==> config.mk <==
export PLATFORM = sky130hd
export DESIGN_NAME = matrix_vector_dot_accumulate
export DESIGN_NICKNAME = d
export VERILOG_FILES = /design/src/hdl/mvda_pkg.sv /design/src/hdl/mvda_front.sv /design/src/hdl/mvda_queue.sv /design/src/hdl/mvda_back.sv /design/src/hdl/matrix_vector_dot_accumulate.sv
export VERILOG_INCLUDE_DIRS = /design/src /design/src/hdl
export SDC_FILE = /design/constraint.sdc
export NUM_CORES = 2
export LEC_CHECK = 0
export BUFFER_PORTS_ARGS = -buffer_cell sky130_fd_sc_hd__buf_2
export CORE_UTILIZATION = 35
export CTS_CLUSTER_SIZE = 24
export DETAILED_ROUTE_END_ITERATION = 12
export PLACE_DENSITY = 0.6
export SYNTH_ARGS = -nofsm -noshare
export SYNTH_HDL_FRONTEND = slang
export SYNTH_HIERARCHICAL = 1
export SYNTH_SLANG_ARGS = --single-unit
==> constraint.sdc <==
create_clock -name clock -period 26.1 [get_ports clock]
set_clock_uncertainty 0.05 [all_clocks]
set_input_delay 1.305 -clock clock [delete_from_list [all_inputs] [get_ports clock]]
set_output_delay 1.305 -clock clock [all_outputs]
set_load 0.05 [all_outputs]
==> src/hdl/matrix_vector_dot_accumulate_assert.svh <==
// assertion macros shared by the rtl files
`ifndef MATRIX_VECTOR_DOT_ACCUMULATE_ASSERT_SVH
`define MATRIX_VECTOR_DOT_ACCUMULATE_ASSERT_SVH

// same-cycle implication
`define MVDA_ASSERT_NOW(label, clk, rst, cond, prop) \
   label: assert property (@(posedge clk) disable iff (rst) (cond) |-> (prop)) \
      else $error("assertion failed");

// next-cycle implication
`define MVDA_ASSERT_NEXT(label, clk, rst, cond, prop) \
   label: assert property (@(posedge clk) disable iff (rst) (cond) |=> (prop)) \
      else $error("assertion failed");

`endif

==> src/hdl/mvda_pkg.sv <==
`default_nettype none
package mvda_pkg;

   localparam int QUEUE_DEPTH = 4;
   localparam logic [31:0] FP_QNAN = 32'h7FC0_0000;
   localparam logic [31:0] FP_POS_ZERO = 32'h0000_0000;

   localparam logic CSR_WEIGHT_IS_BF16 = 1'b0;
   localparam logic CSR_BIAS_ENABLE = 1'b1;

   // product transaction handed from front to back
   typedef struct packed {
      logic        valid;
      logic [31:0] prod;
      logic [31:0] bias;
      logic        row_end;
   } entry_type;

   // leading zero count over 49 bits, 49 for an all-zero word
   function automatic logic [5:0] lzc49(input logic [48:0] x);
      logic [5:0] n;
      n = 6'd49;
      for (int i = 0; i < 49; i++) begin
         if (x[i]) n = 6'(48 - i);
      end
      return n;
   endfunction

   // round to nearest even and pack; x has its msb at bit 47 unless zero
   function automatic logic [31:0] round_pack(input logic s, input logic signed [11:0] e,
                                              input logic [47:0] x);
      logic [47:0]        xs;
      logic signed [11:0] ee;
      logic [11:0]        sh;
      logic               lost;
      logic [23:0]        mant;
      logic               g;
      logic               st;
      logic               inc;
      logic [24:0]        m25;
      logic [34:0]        big;
      xs   = x;
      ee   = e;
      lost = 1'b0;
      if (e < 12'sd1) begin
         sh = 12'(12'sd1 - e);
         if (sh >= 12'd48) begin
            lost = |x;
            xs   = '0;
         end else begin
            lost = |(x & ((48'd1 << sh) - 48'd1));
            xs   = x >> sh;
         end
         ee = 12'sd1;
      end
      mant = xs[47:24];
      g    = xs[23];
      st   = (|xs[22:0]) | lost;
      inc  = g & (st | mant[0]);
      m25  = {1'b0, mant} + {24'd0, inc};
      big  = {12'(ee - 12'sd1), 23'd0} + {10'd0, m25};
      if (x == 48'd0) return {s, 31'd0};
      if (big >= {4'd0, 8'hFF, 23'd0}) return {s, 8'hFF, 23'd0};
      return {s, big[30:0]};
   endfunction

   // fp32 add, one rounding, canonical nan
   function automatic logic [31:0] fp_add(input logic [31:0] a, input logic [31:0] b);
      logic        a_nan, b_nan, a_inf, b_inf, swap, sb, ss;
      logic [31:0] hi, lo;
      logic [7:0]  eh, el, d;
      logic [23:0] mh, ml;
      logic [47:0] xv, yv;
      logic        sticky;
      logic [48:0] sum, sn;
      logic [5:0]  lz;
      a_nan  = (a[30:23] == 8'hFF) && (a[22:0] != 23'd0);
      b_nan  = (b[30:23] == 8'hFF) && (b[22:0] != 23'd0);
      a_inf  = (a[30:23] == 8'hFF) && (a[22:0] == 23'd0);
      b_inf  = (b[30:23] == 8'hFF) && (b[22:0] == 23'd0);
      swap   = b[30:0] > a[30:0];
      hi     = swap ? b : a;
      lo     = swap ? a : b;
      ss     = hi[31];
      sb     = lo[31];
      eh     = (hi[30:23] == 8'd0) ? 8'd1 : hi[30:23];
      el     = (lo[30:23] == 8'd0) ? 8'd1 : lo[30:23];
      mh     = {hi[30:23] != 8'd0, hi[22:0]};
      ml     = {lo[30:23] != 8'd0, lo[22:0]};
      d      = eh - el;
      xv     = {mh, 24'd0};
      yv     = {ml, 24'd0};
      if (d >= 8'd48) begin
         sticky = |ml;
         yv     = '0;
      end else begin
         sticky = |(yv & ((48'd1 << d) - 48'd1));
         yv     = yv >> d;
      end
      yv[0]  = yv[0] | sticky;
      sum    = (ss == sb) ? ({1'b0, xv} + {1'b0, yv}) : ({1'b0, xv} - {1'b0, yv});
      lz     = lzc49(sum);
      sn     = sum << lz;
      if (a_nan || b_nan || (a_inf && b_inf && (a[31] != b[31]))) return FP_QNAN;
      if (a_inf) return a;
      if (b_inf) return b;
      if (sum == 49'd0) return {a[31] & b[31], 31'd0};
      return round_pack(ss, 12'($signed({4'd0, eh})) + 12'sd1 - 12'($signed({6'd0, lz})),
                        {sn[48:2], sn[1] | sn[0]});
   endfunction

endpackage
`default_nettype wire

==> src/hdl/mvda_front.sv <==
`default_nettype none
module mvda_front #(
   parameter int QUEUE_DEPTH = mvda_pkg::QUEUE_DEPTH,
   localparam int LVL_W = $clog2(QUEUE_DEPTH + 1)
) (
   input  wire logic                clock,
   input  wire logic                reset,
   input  wire logic                weight_is_bf16,
   input  wire logic                req_valid,
   output logic                     req_ready,
   input  wire logic [31:0]         req_act_value,
   input  wire logic [31:0]         req_weight_value,
   input  wire logic [31:0]         req_bias_value,
   input  wire logic                req_row_end,
   input  wire logic [LVL_W-1:0]    queue_level,
   output mvda_pkg::entry_type      push
);
   import mvda_pkg::*;

   logic [31:0] wv;
   logic        act_nan, wt_nan, act_inf, wt_inf, act_zero, wt_zero;
   logic [7:0]  ea, eb;

   logic               f1_valid_ff, f1_valid_in;
   logic [47:0]        f1_prod_ff, f1_prod_in;
   logic signed [11:0] f1_exp_ff, f1_exp_in;
   logic               f1_sign_ff, f1_nan_ff, f1_inf_ff;
   logic [31:0]        f1_bias_ff;
   logic               f1_row_end_ff;

   logic [5:0]  lz;
   logic [47:0] pn;

   // credit check: queue entries plus the one product in flight
   assign req_ready = ({1'b0, queue_level} + {{LVL_W{1'b0}}, f1_valid_ff})
                      < (LVL_W + 1)'(QUEUE_DEPTH);

   // operand classification and mantissa product
   assign wv       = weight_is_bf16 ? {req_weight_value[15:0], 16'd0} : req_weight_value;
   assign act_nan  = (req_act_value[30:23] == 8'hFF) && (req_act_value[22:0] != 23'd0);
   assign wt_nan   = (wv[30:23] == 8'hFF) && (wv[22:0] != 23'd0);
   assign act_inf  = (req_act_value[30:23] == 8'hFF) && (req_act_value[22:0] == 23'd0);
   assign wt_inf   = (wv[30:23] == 8'hFF) && (wv[22:0] == 23'd0);
   assign act_zero = req_act_value[30:0] == 31'd0;
   assign wt_zero  = wv[30:0] == 31'd0;
   assign ea       = (req_act_value[30:23] == 8'd0) ? 8'd1 : req_act_value[30:23];
   assign eb       = (wv[30:23] == 8'd0) ? 8'd1 : wv[30:23];
   assign f1_valid_in = req_valid && req_ready;
   assign f1_prod_in  = {24'd0, req_act_value[30:23] != 8'd0, req_act_value[22:0]}
                        * {24'd0, wv[30:23] != 8'd0, wv[22:0]};
   assign f1_exp_in   = 12'($signed({4'd0, ea})) + 12'($signed({4'd0, eb})) - 12'sd126;

   always_ff @(posedge clock) begin
      if (reset) begin
         f1_valid_ff <= 1'b0;
      end else begin
         f1_valid_ff <= f1_valid_in;
      end
      if (f1_valid_in) begin
         f1_prod_ff    <= f1_prod_in;
         f1_exp_ff     <= f1_exp_in;
         f1_sign_ff    <= req_act_value[31] ^ wv[31];
         f1_nan_ff     <= act_nan || wt_nan || (act_inf && wt_zero) || (wt_inf && act_zero);
         f1_inf_ff     <= act_inf || wt_inf;
         f1_bias_ff    <= weight_is_bf16 ? {req_bias_value[15:0], 16'd0} : req_bias_value;
         f1_row_end_ff <= req_row_end;
      end
   end

   // normalize and round the product into the queue
   assign lz = lzc49({f1_prod_ff, 1'b0});
   assign pn = f1_prod_ff << lz;

   always_comb begin
      push.valid   = f1_valid_ff;
      push.bias    = f1_bias_ff;
      push.row_end = f1_row_end_ff;
      if (f1_nan_ff) begin
         push.prod = FP_QNAN;
      end else if (f1_inf_ff) begin
         push.prod = {f1_sign_ff, 8'hFF, 23'd0};
      end else begin
         push.prod = round_pack(f1_sign_ff, f1_exp_ff - 12'($signed({6'd0, lz})), pn);
      end
   end
endmodule
`default_nettype wire

==> src/hdl/mvda_queue.sv <==
`default_nettype none
module mvda_queue #(
   parameter int QUEUE_DEPTH = mvda_pkg::QUEUE_DEPTH,
   localparam int LVL_W = $clog2(QUEUE_DEPTH + 1),
   localparam int PTR_W = (QUEUE_DEPTH > 1) ? $clog2(QUEUE_DEPTH) : 1
) (
   input  wire logic             clock,
   input  wire logic             reset,
   input  mvda_pkg::entry_type   push,
   input  wire logic             pop,
   output mvda_pkg::entry_type   head,
   output logic [LVL_W-1:0]      level
);
   import mvda_pkg::*;

   entry_type        mem_ff [QUEUE_DEPTH];
   logic [PTR_W-1:0] wr_ptr_ff, rd_ptr_ff;
   logic [LVL_W-1:0] level_ff;

   function automatic logic [PTR_W-1:0] bump(input logic [PTR_W-1:0] p);
      return (p == PTR_W'(QUEUE_DEPTH - 1)) ? '0 : p + PTR_W'(1);
   endfunction

   // storage
   always_ff @(posedge clock) begin
      if (push.valid) mem_ff[wr_ptr_ff] <= push;
   end

   // pointers and fill level
   always_ff @(posedge clock) begin
      if (reset) begin
         wr_ptr_ff <= '0;
         rd_ptr_ff <= '0;
         level_ff  <= '0;
      end else begin
         if (push.valid) wr_ptr_ff <= bump(wr_ptr_ff);
         if (pop) rd_ptr_ff <= bump(rd_ptr_ff);
         if (push.valid && !pop) level_ff <= level_ff + LVL_W'(1);
         else if (pop && !push.valid) level_ff <= level_ff - LVL_W'(1);
      end
   end

   always_comb begin
      head       = mem_ff[rd_ptr_ff];
      head.valid = level_ff != '0;
   end
   assign level = level_ff;

`include "matrix_vector_dot_accumulate_assert.svh"
   `MVDA_ASSERT_NOW(no_overflow, clock, reset, push.valid && !pop, level_ff != LVL_W'(QUEUE_DEPTH))
   `MVDA_ASSERT_NOW(no_underflow, clock, reset, pop, level_ff != '0)
   `MVDA_ASSERT_NEXT(level_grows, clock, reset, push.valid && !pop, level_ff == $past(level_ff) + LVL_W'(1))
endmodule
`default_nettype wire

==> src/hdl/mvda_back.sv <==
`default_nettype none
module mvda_back (
   input  wire logic           clock,
   input  wire logic           reset,
   input  wire logic           bias_enable,
   input  mvda_pkg::entry_type head,
   output logic                pop,
   output logic                rsp_valid,
   input  wire logic           rsp_ready,
   output logic [31:0]         rsp_row_sum
);
   import mvda_pkg::*;

   logic [31:0] acc_ff, acc_in;
   logic [31:0] sum;
   logic        s1_valid_ff;
   logic [31:0] s1_sum_ff, s1_bias_ff;
   logic        s1_bias_en_ff;
   logic        rsp_valid_ff;
   logic [31:0] rsp_row_sum_ff;
   logic        out_move, s1_free, s1_load;

   // stage flow: output register, then the bias stage, then the queue head
   assign out_move = !rsp_valid_ff || rsp_ready;
   assign s1_free  = !s1_valid_ff || out_move;
   assign pop      = head.valid && (!head.row_end || s1_free);
   assign s1_load  = pop && head.row_end;

   // running sum
   assign sum    = fp_add(acc_ff, head.prod);
   assign acc_in = head.row_end ? FP_POS_ZERO : sum;

   always_ff @(posedge clock) begin
      if (reset) begin
         acc_ff       <= FP_POS_ZERO;
         s1_valid_ff  <= 1'b0;
         rsp_valid_ff <= 1'b0;
      end else begin
         if (pop) acc_ff <= acc_in;
         if (s1_load) s1_valid_ff <= 1'b1;
         else if (out_move) s1_valid_ff <= 1'b0;
         if (out_move) rsp_valid_ff <= s1_valid_ff;
      end
      if (s1_load) begin
         s1_sum_ff     <= sum;
         s1_bias_ff    <= head.bias;
         s1_bias_en_ff <= bias_enable;
      end
      if (out_move && s1_valid_ff) begin
         rsp_row_sum_ff <= s1_bias_en_ff ? fp_add(s1_sum_ff, s1_bias_ff) : s1_sum_ff;
      end
   end

   assign rsp_valid   = rsp_valid_ff;
   assign rsp_row_sum = rsp_row_sum_ff;

`include "matrix_vector_dot_accumulate_assert.svh"
   `MVDA_ASSERT_NEXT(acc_cleared, clock, reset, s1_load, acc_ff == FP_POS_ZERO)
   `MVDA_ASSERT_NEXT(bias_stage_full, clock, reset, s1_load, s1_valid_ff)
   `MVDA_ASSERT_NOW(no_row_end_when_blocked, clock, reset, pop && head.row_end, s1_free)
endmodule
`default_nettype wire

==> src/hdl/matrix_vector_dot_accumulate.sv <==
// matrix-vector dot accumulate: streams one matrix row element per transaction.
// req channel carries an fp32 activation, a weight (fp32, or bf16 in bits 15..0
// when weight_is_bf16 is set), a bias in the weight format and row_end.
// each product is rounded to fp32 and added, rounded, to a running fp32 sum.
// a transaction with row_end set finishes the row: the sum, plus the bias when
// bias_enable is set, goes out on the rsp channel and the sum returns to +0.0.
// throughput: one transaction per cycle until a receiver stall fills the queue,
// set by the back end's accumulate adder, which closes the loop on the running sum.
// a row_end transaction passes the multiply stage, rounding into the queue, the
// accumulate into the bias stage and the bias add into the output register.
// csr writes (index 0 weight_is_bf16, index 1 bias_enable) take effect at once;
// the user must make them only while the block is idle; the block does not enforce it.
// reset (synchronous) clears the sum to +0.0, empties the queue and drops rsp_valid.
// when the receiver stalls, results wait in the output register and bias stage;
// the queue fills and req_ready falls once its entries plus the product in flight reach its depth.
`default_nettype none
module matrix_vector_dot_accumulate #(
   parameter int QUEUE_DEPTH = mvda_pkg::QUEUE_DEPTH
) (
   input  wire logic        clock,
   input  wire logic        reset,
   input  wire logic        req_valid,
   output logic             req_ready,
   input  wire logic [31:0] req_act_value,
   input  wire logic [31:0] req_weight_value,
   input  wire logic [31:0] req_bias_value,
   input  wire logic        req_row_end,
   output logic             rsp_valid,
   input  wire logic        rsp_ready,
   output logic [31:0]      rsp_row_sum,
   input  wire logic        csr_write_enable,
   input  wire logic        csr_index,
   input  wire logic        csr_write_data
);
   import mvda_pkg::*;

   localparam int LVL_W = $clog2(QUEUE_DEPTH + 1);

   logic             weight_is_bf16_ff;
   logic             bias_enable_ff;
   entry_type        push, head;
   logic             pop;
   logic [LVL_W-1:0] level;

   // configuration registers
   always_ff @(posedge clock) begin
      if (reset) begin
         weight_is_bf16_ff <= 1'b0;
         bias_enable_ff    <= 1'b0;
      end else if (csr_write_enable) begin
         case (csr_index)
            CSR_WEIGHT_IS_BF16: weight_is_bf16_ff <= csr_write_data;
            CSR_BIAS_ENABLE:    bias_enable_ff    <= csr_write_data;
            default:            ;
         endcase
      end
   end

   mvda_front #(.QUEUE_DEPTH(QUEUE_DEPTH)) u_front (
      .clock            (clock),
      .reset            (reset),
      .weight_is_bf16   (weight_is_bf16_ff),
      .req_valid        (req_valid),
      .req_ready        (req_ready),
      .req_act_value    (req_act_value),
      .req_weight_value (req_weight_value),
      .req_bias_value   (req_bias_value),
      .req_row_end      (req_row_end),
      .queue_level      (level),
      .push             (push)
   );

   mvda_queue #(.QUEUE_DEPTH(QUEUE_DEPTH)) u_queue (
      .clock (clock),
      .reset (reset),
      .push  (push),
      .pop   (pop),
      .head  (head),
      .level (level)
   );

   mvda_back u_back (
      .clock       (clock),
      .reset       (reset),
      .bias_enable (bias_enable_ff),
      .head        (head),
      .pop         (pop),
      .rsp_valid   (rsp_valid),
      .rsp_ready   (rsp_ready),
      .rsp_row_sum (rsp_row_sum)
   );
endmodule
`default_nettype wire
==> results.toml <==
[status]
status = "finished, final reports clean"

[worst_setup_path]
critPathCaptureType = "flip-flop"
path_class = "flip-flop to flip-flop"
cp_data_required_time_ps = 26380
critPathMaxFanout = 80
cpPeakStageDelay_ps = 780
worstReg2RegStart = "u_back/s1_sum_ff[18]"
start_kind = "flip-flop"
timing.rr.end = "u_back/rsp_row_sum[5]"
arrival_ps = 24370
reg2reg_depth = 80
cpMostUsedCell = "a21oi_1"
r2r_slack_ps = 2010
slowest_stage = "a2111oi_0"

[cts]
numCtsBuffers = 51
cts_setup_buffers = 0
cts_resized = 0
path_clk_slew_ps = 60
clockBufferDepth = 3
h-tree-depth = 2
postCtsHoldBufs = 0
clkSinkCount = 497
clk_latency_ps = 650
cts_tree = "done"
cts-root-buf = "clkbuf_16"

[sta]
setup-tns-final_ps = 0
min_period_over_period = 0.9228
hold_viol = 0
finalSetupViolations = 0
final-max-slew-violation-count = 0
max_freq_mhz = 41.52
period_minus_slack_ps = 24090
rsz0062_at_grt = "no"
relSlewSlack = 0.05519
tightest_slew_ps = 1404

[die]
core-area_mm2 = 0.2625
die_h_um = 515.8
fp.dieW_um = 515.8
start_util = 0.3520
fp-row-count = 188
die_area_mm2 = 0.2661
ios = 138

[finish]
num-nets-final = 12690
area_growth_pct = 6.641
mostFrequentLayoutCells = "nand2_1, nor2_1, inv_1"
layout-drive-gt1-share = 0.09640
fill_cells = 27630
layout_commonest_cell = "nand2_1"

[placement]
routabilityCongestion = 1.061
dpl.hpwl_um = 341100
io_buffer_count = 137

[drt]
vias_per_cell = 6.679
drtIter0Drc = 14590
drt_wl_total_um = 445100
drtPass1Iterations = 9
drc_errors = 0
final_antenna_net_count = 0
vias = 101700
post_drt_wl_per_cell_um = 29.22

[logic_synthesis]
yosys-top-cells-area = "edfxtp_1, fa_1, ha_1"
async_flop_share = 0
netlist.area_leader.share = 0.1465
synth_edf_count = 451
synth_flop_cell = "edfxtp_1"
synth-seq-cells = 497
yosysTopAreaCell = "edfxtp_1"
synth_area_mm2 = 0.09241
ys_seq_area_frac = 0.1565
syn_nets = 12950
yosys_warnings = 6
avgSynthCellArea_um2 = 7.748
syn_inst = 11930
synth.distinct_cells = 157

[global_routing]
overflow = 0
grt_pass1_wl_um = 653200
grt_max_degree = 81
grt_usage = 0.3220
grt_pass1_vias = 96650
antenna_found_initial = 16

[job]
maxCapViolCount = 0

[worst_hold_path]
worstHoldStart = "bias_enable_ff"
hold_end = "u_back/s1_bias_en_ff"
hold_class = "flip-flop to flip-flop"
min_path_cells = 0
## cells in the mapped netlist (all sizes together) (163+ instances only)
cell / n
nand2: 1363
nor2: 1049
inv: 790
a21oi: 749
o21ai: 712
clkbuf: 508
fa: 491
edfxtp: 451
nand3: 426
nor3: 425
ha: 424
and2: 260
a211oi: 256
buf: 255
mux2i: 193
nor4: 187
xnor2: 174
nand4: 166
o211ai: 163
## per-layer routing
metal | global-route usage | routed length [um]
met1 | 0.4098 | 171500
met2 | 0.5079 | 195600
met3 | 0.06102 | 46550
met4 | 0.1843 | 31500
met5 | 0 | 47
## through the flow
| stage | cell area, um^2 | cells | hold slack [ps] | worst slack, ps | util |
|---|---|---|---|---|---|
| final | 98550 | 15230 | 443.9 | 2014 | 0.3754 |
| after global routing | 98530 | 15230 | 457.6 | 787.7 | 0.3754 |
| after CTS | 98530 | 15230 | 450.5 | 2843 | 0.3753 |
| after detailed placement | 96780 | 15130 | 433.4 | 2900 | 0.3687 |
| after global placement | 96780 | 15130 | 434.3 | 2945 | 0.3687 |
| after floorplan | 92410 | 11930 | 352.9 | 6631 | - |
## logic make-up after synthesis
| logic type | count (synthesis) | share of synthesized area |
|---|---|---|
| AOI/OAI and AO/OA | 3705 | 0.2860 |
| xor gates and xnor gates | 287 | 0.02757 |
| adders and majority gates | 915 | 0.1638 |
| buffers and inverters | 1562 | 0.07005 |
| DFF | 497 | 0.1565 |
| muxes | 344 | 0.04926 |
| and+or+nand+nor | 4617 | 0.2468 |
## worst max path at each step
stage | start | cells after the start | slack [ps] | endpoint
3_3_place_gp | u_back/s1_sum_ff[20] | 80 | 2950 | u_back/rsp_row_sum[5]
4_1_cts | flip-flop | 73 | 2840 | u_back/acc_ff[8]
6_report | u_back/s1_sum_ff[18] | 80 | 2010 | u_back/rsp_row_sum[5]
3_5_place_dp | flip-flop | 73 | 2900 | u_back/acc_ff[19]
2_1_floorplan | flip-flop | 89 | 6630 | u_back/s1_sum_ff[10]
5_1_grt | flip-flop | 76 | 790 | u_back/acc_ff[3]
## critical path: cells and delay by family, from the launching register on
kind	cells	cell delay [ps]
xor+xnor	1	350
simple gates	31	7690
fa+ha+maj	7	2290
buf+inv	9	2370
compound gates	32	10410
flops	1	510
## flip-flops by register name, indices dropped and copies added (netlist names), named ones only
register and flops:
u_back/s1_bias_en_ff 1, bias_enable_ff 1, u_front/f1_exp_ff 10, u_back/rsp_row_sum 32
u_front/f1_bias_ff 32, u_back/acc_ff 32, u_queue/wr_ptr_ff 2, u_back/s1_sum_ff 32
u_front/f1_row_end_ff 1, u_queue/rd_ptr_ff 2, u_front/f1_nan_ff 1, u_back/rsp_valid 1
u_queue/mem_ff 260, u_front/f1_valid_ff 1, u_front/f1_inf_ff 1, u_back/s1_bias_ff 32
u_front/f1_sign_ff 1, weight_is_bf16_ff 1, u_queue/level 3, u_front/f1_prod_ff 48
u_back/s1_valid_ff 1
## cell type report
cell class                 instances  area [um^2]  share of cell area
antenna                            7        17.52           0.0001777
clock buffer                      74         1445             0.01466
clock inverter                    22        304.0            0.003085
inverter                         799         3000             0.03045
multi-input combinational       9868        71860              0.7292
sequential                       497        14480              0.1469
tap                             3515         4398             0.04463
timing repair buffer             452         3050             0.03095
Power is left out: the tool's default activity adds up to more than one toggle a clock period on the data nets, which glitch-free logic cannot reach.
